### src/tsd_pkg.sv
// Shared constants and control types for the temperature shift detector.
package tsd_pkg;

  localparam int WINDOW_LENGTH_DEF = 7;
  localparam int DAY_W             = 20;
  localparam int TEMP_W            = 16;
  localparam int MAX_DAY_SPAN      = 6;
  localparam int MIN_COUNT         = 4;
  localparam int THR_W             = 6;
  localparam logic [THR_W-1:0] THRESH_F = 6'd40;
  localparam logic [THR_W-1:0] THRESH_C = 6'd20;

  // controller to datapath
  typedef struct packed {
    logic load;    // take the offered item into the window
    logic step;    // examine one older entry
    logic finish;  // write the result into the output register
  } tsd_cmd_t;

  // datapath to controller
  typedef struct packed {
    logic walk_en;   // window full after this item and reading nonzero
    logic gap_stop;  // entry under examination is too far back
    logic out_free;  // output register can take a result this cycle
  } tsd_status_t;

endpackage

### src/tsd_ctrl.sv
// Sequencer for the shift detector: accept, walk the window, deliver.
module tsd_ctrl #(
  parameter int WINDOW_LENGTH = tsd_pkg::WINDOW_LENGTH_DEF
) (
  input  logic                clk,
  input  logic                rst,
  input  logic                in_valid,
  output logic                in_ready,
  input  tsd_pkg::tsd_status_t status,
  output tsd_pkg::tsd_cmd_t    cmd
);

  localparam int BACK_W = $clog2(WINDOW_LENGTH);
  localparam logic [BACK_W-1:0] BACK_LAST = BACK_W'(WINDOW_LENGTH - 1);

  localparam logic [1:0] ST_IDLE = 2'd0;
  localparam logic [1:0] ST_WALK = 2'd1;
  localparam logic [1:0] ST_DONE = 2'd2;

  logic [1:0]        state, state_next;
  logic [BACK_W-1:0] back, back_next;

  assign in_ready   = (state == ST_IDLE);
  assign cmd.load   = in_valid && in_ready;
  assign cmd.step   = (state == ST_WALK);
  assign cmd.finish = (state == ST_DONE) && status.out_free;

  always_comb begin
    state_next = state;
    back_next  = back;
    unique case (state)
      ST_IDLE: begin
        if (cmd.load) begin
          back_next  = BACK_W'(1);
          state_next = status.walk_en ? ST_WALK : ST_DONE;
        end
      end
      ST_WALK: begin
        back_next = back + BACK_W'(1);
        if (status.gap_stop || back == BACK_LAST) begin
          state_next = ST_DONE;
        end
      end
      ST_DONE: begin
        if (status.out_free) begin
          state_next = ST_IDLE;
        end
      end
      default: begin
        state_next = ST_IDLE;
      end
    endcase
  end

  always_ff @(posedge clk) begin
    if (rst) begin
      state <= ST_IDLE;
      back  <= '0;
    end else begin
      state <= state_next;
      back  <= back_next;
    end
  end

endmodule

### src/tsd_datapath.sv
// Window storage, walk accumulator, threshold compare and output register.
module tsd_datapath #(
  parameter int WINDOW_LENGTH = tsd_pkg::WINDOW_LENGTH_DEF
) (
  input  logic                        clk,
  input  logic                        rst,
  input  logic                        cfg_valid,
  input  logic                        cfg_data,
  input  logic [tsd_pkg::DAY_W-1:0]   day_number,
  input  logic [tsd_pkg::TEMP_W-1:0]  temperature,
  input  tsd_pkg::tsd_cmd_t            cmd,
  output tsd_pkg::tsd_status_t         status,
  output logic                        out_valid,
  input  logic                        out_ready,
  output logic                        shift_found,
  output logic [tsd_pkg::DAY_W-1:0]   shift_day
);

  localparam int DAY_W  = tsd_pkg::DAY_W;
  localparam int TEMP_W = tsd_pkg::TEMP_W;
  localparam int THR_W_L = tsd_pkg::THR_W;
  localparam int PTR_W  = $clog2(WINDOW_LENGTH);
  localparam int FILL_W = $clog2(WINDOW_LENGTH + 1);
  localparam int CNT_W  = $clog2(WINDOW_LENGTH);
  localparam int SUM_W  = TEMP_W + CNT_W;
  localparam int CMP_W  = SUM_W + 1;
  localparam logic [PTR_W-1:0]  PTR_LAST = PTR_W'(WINDOW_LENGTH - 1);
  localparam logic [FILL_W-1:0] FILL_MAX = FILL_W'(WINDOW_LENGTH);

  logic [DAY_W-1:0]  win_days  [WINDOW_LENGTH];
  logic [TEMP_W-1:0] win_temps [WINDOW_LENGTH];

  logic [PTR_W-1:0]  wr_ptr, rd_ptr;
  logic [FILL_W-1:0] fill_count;
  logic              fahrenheit_mode;
  logic [DAY_W-1:0]  day_r;
  logic [TEMP_W-1:0] temp_r;
  logic [SUM_W-1:0]  sum;
  logic [CNT_W-1:0]  count;

  logic [PTR_W-1:0]  prev_ptr;
  logic [DAY_W-1:0]  rd_day;
  logic [TEMP_W-1:0] rd_temp;
  logic [DAY_W:0]    gap;
  logic [THR_W_L-1:0] thr;
  logic [CMP_W-1:0]  lhs, rhs;
  logic              enough, found;

  // next older slot, wrapping below zero
  assign prev_ptr = (rd_ptr == '0) ? PTR_LAST : rd_ptr - PTR_W'(1);
  assign rd_day   = win_days[prev_ptr];
  assign rd_temp  = win_temps[prev_ptr];

  // signed day distance; negative (out of order) never stops the walk
  assign gap = {1'b0, day_r} - {1'b0, rd_day};

  assign status.gap_stop = !gap[DAY_W] && (gap[DAY_W-1:0] > DAY_W'(tsd_pkg::MAX_DAY_SPAN));
  assign status.walk_en  = (fill_count >= FILL_W'(WINDOW_LENGTH - 1)) && (temperature != '0);
  assign status.out_free = !out_valid || out_ready;

  // exact test: temp * count > sum + thr * count
  assign thr    = fahrenheit_mode ? tsd_pkg::THRESH_F : tsd_pkg::THRESH_C;
  assign lhs    = CMP_W'(temp_r) * CMP_W'(count);
  assign rhs    = CMP_W'(sum) + CMP_W'(thr) * CMP_W'(count);
  assign enough = {{(32-CNT_W){1'b0}}, count} >= 32'(tsd_pkg::MIN_COUNT);
  assign found  = enough && (lhs > rhs);

  always_ff @(posedge clk) begin
    if (cmd.load) begin
      win_days[wr_ptr]  <= day_number;
      win_temps[wr_ptr] <= temperature;
      day_r  <= day_number;
      temp_r <= temperature;
      rd_ptr <= wr_ptr;
      sum    <= '0;
      count  <= '0;
    end else if (cmd.step) begin
      rd_ptr <= prev_ptr;
      if (!status.gap_stop && rd_temp != '0) begin
        sum   <= sum + SUM_W'(rd_temp);
        count <= count + CNT_W'(1);
      end
    end
    if (cmd.finish) begin
      shift_found <= found;
      shift_day   <= found ? day_r : '0;
    end
  end

  always_ff @(posedge clk) begin
    if (rst) begin
      wr_ptr          <= '0;
      fill_count      <= '0;
      fahrenheit_mode <= 1'b0;
      out_valid       <= 1'b0;
    end else begin
      if (cfg_valid) begin
        fahrenheit_mode <= cfg_data;
      end
      if (cmd.load) begin
        wr_ptr <= (wr_ptr == PTR_LAST) ? '0 : wr_ptr + PTR_W'(1);
        if (fill_count != FILL_MAX) begin
          fill_count <= fill_count + FILL_W'(1);
        end
      end
      if (cmd.finish) begin
        out_valid <= 1'b1;
      end else if (out_ready) begin
        out_valid <= 1'b0;
      end
    end
  end

endmodule

### src/temperature_shift_detector_unit.sv
// Top level of the temperature shift detector: controller plus datapath.
//
// Takes one daily reading per item (day number, temperature in hundredths)
// and returns exactly one result item per input. Once WINDOW_LENGTH readings
// are held and the newest is nonzero, the block steps back through the
// earlier readings one per cycle, newest first, stopping at the first one
// more than six days older and skipping zero readings; with at least four
// counted it flags a shift when the newest reading exceeds their mean by
// more than 0.40 (fahrenheit_mode=1) or 0.20 degrees, compared exactly as
// temp*count > sum + thr*count. An item goes straight to delivery when no
// walk is needed and through the walk over the stored window otherwise.
// Items are handled one at a time; a result waiting in the output register
// does not hold off the next item, which stalls only at delivery. The
// configuration register is written on any cfg_valid (cfg_ready is always
// high) and should change only while the block is idle. No clearing pass
// is needed after reset.
module temperature_shift_detector_unit #(
  parameter int WINDOW_LENGTH = tsd_pkg::WINDOW_LENGTH_DEF
) (
  input  logic                       clk,
  input  logic                       rst,
  // configuration write
  input  logic                       cfg_valid,
  output logic                       cfg_ready,
  input  logic                       cfg_data,
  // reading items
  input  logic                       in_valid,
  output logic                       in_ready,
  input  logic [tsd_pkg::DAY_W-1:0]  day_number,
  input  logic [tsd_pkg::TEMP_W-1:0] temperature,
  // result items
  output logic                       out_valid,
  input  logic                       out_ready,
  output logic                       shift_found,
  output logic [tsd_pkg::DAY_W-1:0]  shift_day
);

  tsd_pkg::tsd_cmd_t    cmd;
  tsd_pkg::tsd_status_t status;

  // register write never stalls
  assign cfg_ready = 1'b1;

  tsd_ctrl #(
    .WINDOW_LENGTH(WINDOW_LENGTH)
  ) u_ctrl (
    .clk      (clk),
    .rst      (rst),
    .in_valid (in_valid),
    .in_ready (in_ready),
    .status   (status),
    .cmd      (cmd)
  );

  tsd_datapath #(
    .WINDOW_LENGTH(WINDOW_LENGTH)
  ) u_datapath (
    .clk         (clk),
    .rst         (rst),
    .cfg_valid   (cfg_valid),
    .cfg_data    (cfg_data),
    .day_number  (day_number),
    .temperature (temperature),
    .cmd         (cmd),
    .status      (status),
    .out_valid   (out_valid),
    .out_ready   (out_ready),
    .shift_found (shift_found),
    .shift_day   (shift_day)
  );

endmodule
### config.mk
export PLATFORM = sky130hd
export DESIGN_NAME = temperature_shift_detector_unit
export DESIGN_NICKNAME = d
export VERILOG_FILES = /design/src/tsd_pkg.sv /design/src/tsd_ctrl.sv /design/src/tsd_datapath.sv /design/src/temperature_shift_detector_unit.sv
export SDC_FILE = /design/constraint.sdc
export NUM_CORES = 1
export LEC_CHECK = 0
export BUFFER_PORTS_ARGS = -buffer_cell sky130_fd_sc_hd__buf_2
export CAP_MARGIN = 10
export CORE_UTILIZATION = 65
export DETAILED_ROUTE_END_ITERATION = 7
export PLACE_DENSITY = 0.83
export SYNTH_ARGS = -nofsm -noshare
export SYNTH_HDL_FRONTEND = slang
export SYNTH_SLANG_ARGS = --single-unit
### constraint.sdc
create_clock -name clk -period 13 [get_ports clk]
set_clock_uncertainty 0.2 [all_clocks]
set_input_delay 1.95 -clock clk [delete_from_list [all_inputs] [get_ports clk]]
set_output_delay 1.95 -clock clk [all_outputs]
set_load 0.01 [all_outputs]
# After elaboration in Yosys (flattened, before gate mapping)
# Memory sizes are Yosys's and may differ from the RTL's.
# Cells that the tools add are included.
# op_classes
n_addsub,8
mul,2
div_mod_pow,0
n_lt_le_gt_ge,4
n_eq_ne,8
shifts,0
muxes,16
bitwise,0
reduce_logical,22
# ops
operator,n
16-bit nonzero test,2
20-bit by 20-bit subtractor with 21-bit output,1
19-bit by 9-bit adder with 20-bit output,1
19-bit by 20-bit greater-than comparator with 1-bit output,1
"20-bit by 3-bit greater-than comparator with 1-bit output, second input constant",1
19-bit by 16-bit adder with 19-bit output,1
16-bit by 3-bit multiplier with 19-bit output,1
3-bit two-way mux,5
"3-bit by 1-bit adder with 3-bit output, second input constant",4
6-bit by 3-bit multiplier with 9-bit output,1
2-bit two-way mux,4
"3-bit equality test, second input constant",2
"3-bit greater-or-equal comparator, second input constant",2
1-bit logical AND,6
6-bit two-way mux,1
2-bit case mux with 3 select lines,1
3-bit case mux with 2 select lines,1
2-bit AND reduction,3
2-bit nonzero test,3
1-bit two-way mux,4
"2-bit by 1-bit inequality test with 1-bit output, second input constant",2
1-bit logical NOT,3
3-bit logical NOT,1
"3-bit inequality test, second input constant",1
7 further kinds,8
# totals
register_bits,95
latch_bits,0
mem_bits_rw,252
romBits,0
input_bits,42
mem_count,2
# mem_list
memory,words,word_bits,read_ports,rd_clocked_by_memory_dff,wr,line,source
u_datapath.win_days,7,20,1,0,1,tsd_datapath.sv:30,logic [DAY_W-1:0] win_days [WINDOW_LENGTH];
u_datapath.win_temps,7,16,1,0,1,tsd_datapath.sv:31,logic [TEMP_W-1:0] win_temps [WINDOW_LENGTH];

# Depth between registers and ports, before layout
# An unclocked memory read counts as a cell.
# depth
ltp_word,9
depth_mapped,28

# Cells and area by module
# From an unflattened synthesis, not the netlist that was laid out.
# unflattened
hier_cells,1395
hier_area_um2,17543.1
# by_module_without_submodules
module,n_inst,cells_per_inst,area_per_inst_um2,seq_area_each_um2
tsd_datapath,1,1363,17245.3,9969.6
tsd_ctrl,1,30,286.5,100.1
temperature_shift_detector_unit,1,2,11.3,0.0

# Least setup slack after synthesis
# OpenSTA, ideal clock, no wires.
# synth_path
path_type,input -> register
from,in in_valid
to,mem u_datapath.win_days[4][0] (enable)
setup_ns,0.533
t_arrival_ns,6.072
slack_ns,6.195
path_stages,3
n_path_buf,1
path_cell_list,nand2_1 > clkbuf_1 > nor4b_1
# synth_between
elab_chain_len,3
# synth_rtl
item,line,source
start: declaration,temperature_shift_detector_unit.sv:27,"input logic in_valid,"
1-bit logical AND,tsd_ctrl.sv:24,assign cmd.load = in_valid && in_ready;
1-bit two-way mux,tsd_datapath.sv:69,if (cmd.load) begin
1-bit two-way mux (implied by the code),tsd_datapath.sv:70,win_days[wr_ptr] <= day_number;
end: declaration,tsd_datapath.sv:30,
# Every way passes these cells.

# Final worst setup path
# layout_path
from,reg u_datapath.rd_ptr[0]
to,reg u_datapath.sum[17]
# layout_between
elab_chain_len,9
elab_cells_between_ends,14
cone_classes,add/sub (3); order compare (1); mux (1); reduce/logical (7); memory (2)
# layout_rtl
item,line,source
start: declaration,tsd_datapath.sv:33,"logic [PTR_W-1:0] wr_ptr, rd_ptr;"
start signal: assignment,tsd_datapath.sv:74,rd_ptr <= wr_ptr;
start signal: assignment,tsd_datapath.sv:78,rd_ptr <= prev_ptr;
3-bit by 1-bit subtractor with 3-bit output or 3-bit logical NOT (tied branches),tsd_datapath.sv:50,assign prev_ptr = (rd_ptr == '0) ? PTR_LAST : rd_ptr - PTR_W'(1);
3-bit two-way mux *,tsd_datapath.sv:50,
memory 7 x 20 bit,-,
20-bit by 20-bit subtractor with 21-bit output,tsd_datapath.sv:55,"assign gap = {1'b0, day_r} - {1'b0, rd_day};"
20-bit by 3-bit greater-than comparator with 1-bit output or 1-bit logical NOT (tied branches),tsd_datapath.sv:57,assign status.gap_stop = !gap[DAY_W] && (gap[DAY_W-1:0] > DAY_W'(tsd_pkg::MAX_DAY_SPAN));
1-bit logical AND,tsd_datapath.sv:57,
1-bit logical NOT,tsd_datapath.sv:79,if (!status.gap_stop && rd_temp != '0) begin
1-bit logical AND,tsd_datapath.sv:79,
2-bit AND reduction (no source line),-,
end signal: assignment,tsd_datapath.sv:80,sum <= sum + SUM_W'(rd_temp);
end: declaration,tsd_datapath.sv:38,logic [SUM_W-1:0] sum;
# Mark *: on every way between the ends. The rest lies on a longest branch, timed or not.
# A chain may end at the register's enable or synchronous reset.

==> summary.txt <==
Actual slew at the worst max-slew pin -> 1220 ps
Max-Cap Viols -> 0
Slew headroom -> 18.9%
Reg area -> 10100 sq um
Inserted Clock Buffers -> 37
Via/cell ratio -> 6.38
Most used DFF post-synth -> edfxtp_1
DRT met1 WL -> 16200 um
NumNets Final -> 1600
Fillcell total -> 1680
Die Y -> 165 um
Ports -> 66
Distinct cells, synth -> 76
Max stage delay on crit path -> 880 ps
Die Wd -> 165 um
Asr flop ratio synth -> 0%
Setup TNS Final -> 0 ps
Initial DRT Pass Iterations -> 5
Mapped Area -> 17300 sq um
Synth warn -> 0
Hold Buf Count CTS -> 0
Post-detail-place hpwl -> 24400 um
Worst EP required -> 13180 ps
DR WL met2 -> 18100 um
Crit path max fanout -> 55
First-pass GRT wire length -> 59000 um
Syn avg cell area -> 12.5 sq um
Total number of vias -> 11500
DRT Wirelength -> 38400 um
Layout area overhead -> 11.1%
Vias in the first global route -> 11200
Htree depth -> 2
Clock Tree Buf Depth -> 3
R2R Setup Slk -> 6240 ps
CP endpoint kind -> flip-flop
Share of cells above drive strength 1 -> 14.5%
Max VDD drop -> 0.000131 V
Area share of the leading cell type in the synthesized netlist -> 54.2%
RSZ-0062 raised after global routing -> no
R2r startpoint -> u_datapath.rd_ptr[0]
Final setup fails -> 0
Post-CTS setup buffer count -> 0
CP bufs+invs -> 2
DRC violations left -> 0
Multi-input logic area -> 6750 sq um
Slowest cell on crit path -> nor2_4
Worst path cell trace -> inv_1, ha_2, ha_4, nor2_4, buf_4, mux4_2, a21oi_1, ha_1, a21o_1, a21oi_1, mux2i_1, o311ai_1, nor4_1, nand4_1, a2111oi_4, o21ai_4, o311ai_1, o41ai_2
Die ar. -> 27300 sq um
CP arrival -> 6940 ps
Post-Synthesis Cells -> 1389
GRT overflow -> 0
Row count -> 59
Clk sinks -> 347
Uppermost layer routed -> met4
Hold Path Depth -> 2
PortBufs -> 64
Reg-to-Reg End -> u_datapath.sum[17]
Clk root buf -> clkbuf_16
CP Depth -> 18
Initial DRC Count -> 1189
Leakage power -> 7.20 nW
Clk pin slew, worst setup/hold paths -> 60 ps
GP Congestion -> 0.936
ANT nets after route -> 0
Sequential area share after synthesis -> 58.2%
GRT Overall Usage -> 28.8%
Outcome -> complete, no violations
Met3 routed WL -> 3030 um
Initial antenna violation count -> 1
Largest net degree at the start of global routing -> 61
Dominant cell type by area after synthesis -> edfxtp_1
CP delay by family, top -> compound AO/OA/AOI/OAI gates
WS Path Type -> flip-flop to flip-flop
TritonCTS clock tree -> done
Post_cts resized -> 0
Tmin final -> 6760 ps
Final Hold Viols -> 0
Initial Utilization -> 66.4%
Hold WC Path Type -> flip-flop to flip-flop
Seq cells post-synth -> 347
Crit path launch type -> flip-flop
Clk_lat worst skew -> 530 ps
Reg2reg path depth -> 18
Max Fclk -> 148 MHz
Final hold slack -> 301 ps
WL/cell -> 21.2 um
Final Max Slew Viols -> 0
Post-synth EDFFs -> 312
CORE AREA -> 26100 sq um
Cell Pwr Density -> 149 nW/um^2
Final Cycle Share -> 52.0%
Hold path endpoint -> u_datapath.sum[4]
Hold_sp -> u_datapath.sum[4]
Area contributors post-synth -> edfxtp_1, ha_1, dfxtp_1
==> layout make-up <==
| type | count | area share (%) |
|---|---|---|
| flip-flops and latches | 347 | 52.4 |
| multi-input cells | 903 | 35.1 |
| clock buffers | 42 | 5.03 |
| repair buffers | 78 | 2.21 |
| well taps | 335 | 2.18 |
| clock inverters | 24 | 1.56 |
| inverters | 77 | 1.50 |
| diodes | 1 | 0.0130 |
==> worst register-to-register path: cells and delay by family, from the launching register on <==
| kind | cells | cell delay (ps) |
|---|---|---|
| AOI/OAI and AO/OA | 8 | 2120 |
| muxes | 2 | 880 |
| and+or+nand+nor | 3 | 1450 |
| adders and majority gates | 3 | 810 |
| buffers and inverters | 2 | 820 |
| DFF | 1 | 360 |
==> worst max path at each step <==
stage | start | endpoint | slack, ps
2_1_floorplan | in_valid | u_datapath.win_days[4][0] | 6200
3_3_place_gp | u_datapath.rd_ptr[0] | u_datapath.sum[17] | 6390
3_5_place_dp | u_datapath.rd_ptr[0] | u_datapath.sum[17] | 6210
4_1_cts | u_datapath.rd_ptr[0] | u_datapath.sum[17] | 6190
5_1_grt | u_datapath.rd_ptr[0] | u_datapath.sum[17] | 5680
6_report | u_datapath.rd_ptr[0] | u_datapath.sum[17] | 6240
==> through the flow <==
| step | utilization, % | cells | power, mW | setup slack, ps | area [sq um] |
|---|---|---|---|---|---|
| floorplan | - | 1390 | 1.65 | 6200 | 17300 |
| global placement | 68.9 | 1740 | 1.79 | 6390 | 18000 |
| detailed placement | 68.9 | 1740 | 1.79 | 6210 | 18000 |
| CTS | 73.8 | 1806 | 2.87 | 6190 | 19200 |
| global route | 73.8 | 1806 | 2.97 | 5680 | 19200 |
| finish | 73.8 | 1807 | 2.87 | 6240 | 19200 |
==> cells by family (layout without fill, tap and decap cells) <==
| group | after synthesis | count (layout) | synth area share [%] |
|---|---|---|---|
| buffers and inverters | 140 | 221 | 3.19 |
| xor gates and xnor gates | 45 | 45 | 2.28 |
| DFF | 347 | 347 | 58.2 |
| adders and majority gates | 114 | 114 | 9.20 |
| muxes | 59 | 59 | 5.10 |
| other | 2 | 4 | 0.0434 |
| AOI/OAI and AO/OA | 315 | 315 | 11.9 |
| and+or+nand+nor | 367 | 367 | 10.1 |
==> power by group <==
part | total [mW] | switching, mW | internal [mW] | leakage, nW
Combinational | 0.525 | 0.334 | 0.192 | 3.45
Clock | 1.09 | 0.429 | 0.658 | 0.602
Sequential | 1.26 | 0.0132 | 1.25 | 3.15
==> synth_stat cells (all sizes together) (27+ instances only) <==
| master | number |
|---|---|
| a21oi | 69 |
| and2 | 33 |
| clkbuf | 43 |
| dfxtp | 35 |
| edfxtp | 312 |
| ha | 92 |
| inv | 77 |
| mux2 | 33 |
| nand2 | 121 |
| nand3 | 44 |
| nor2 | 79 |
| o21ai | 110 |
| xnor2 | 27 |
==> flip-flops by register name (all words and copies together) (netlist names), 16 cells and up <==
| name | cells |
|---|---|
| u_datapath.shift_day | 20 |
| u_datapath.win_temps | 112 |
| u_datapath.day_r | 20 |
| u_datapath.sum | 19 |
| u_datapath.win_days | 140 |
| u_datapath.temp_r | 16 |
==> cells in the final DEF, fill, tap and decap left out, types with 18 or more instances in the layout <==
| cell | instances |
|---|---|
| edfxtp_1 | 312 |
| nand2_1 | 121 |
| o21ai_0 | 96 |
| ha_1 | 90 |
| inv_1 | 77 |
| nor2_1 | 76 |
| a21oi_1 | 67 |
| buf_2 | 64 |
| nand3_1 | 44 |
| clkbuf_16 | 38 |
| dfxtp_1 | 35 |
| and2_1 | 33 |
| mux2_2 | 33 |
| xnor2_1 | 27 |
| a311oi_1 | 22 |
| fa_1 | 22 |
| a21o_1 | 20 |
| mux4_2 | 20 |
| xor2_1 | 18 |
==> layer usage <==
layer	up-vias	track usage (%)
met5	-	0
li1	5299	-
met1	5632	40.0
met2	515	45.4
met3	83	5.27
met4	0	10.9
Note: power is estimated with default switching activity, not from simulation.
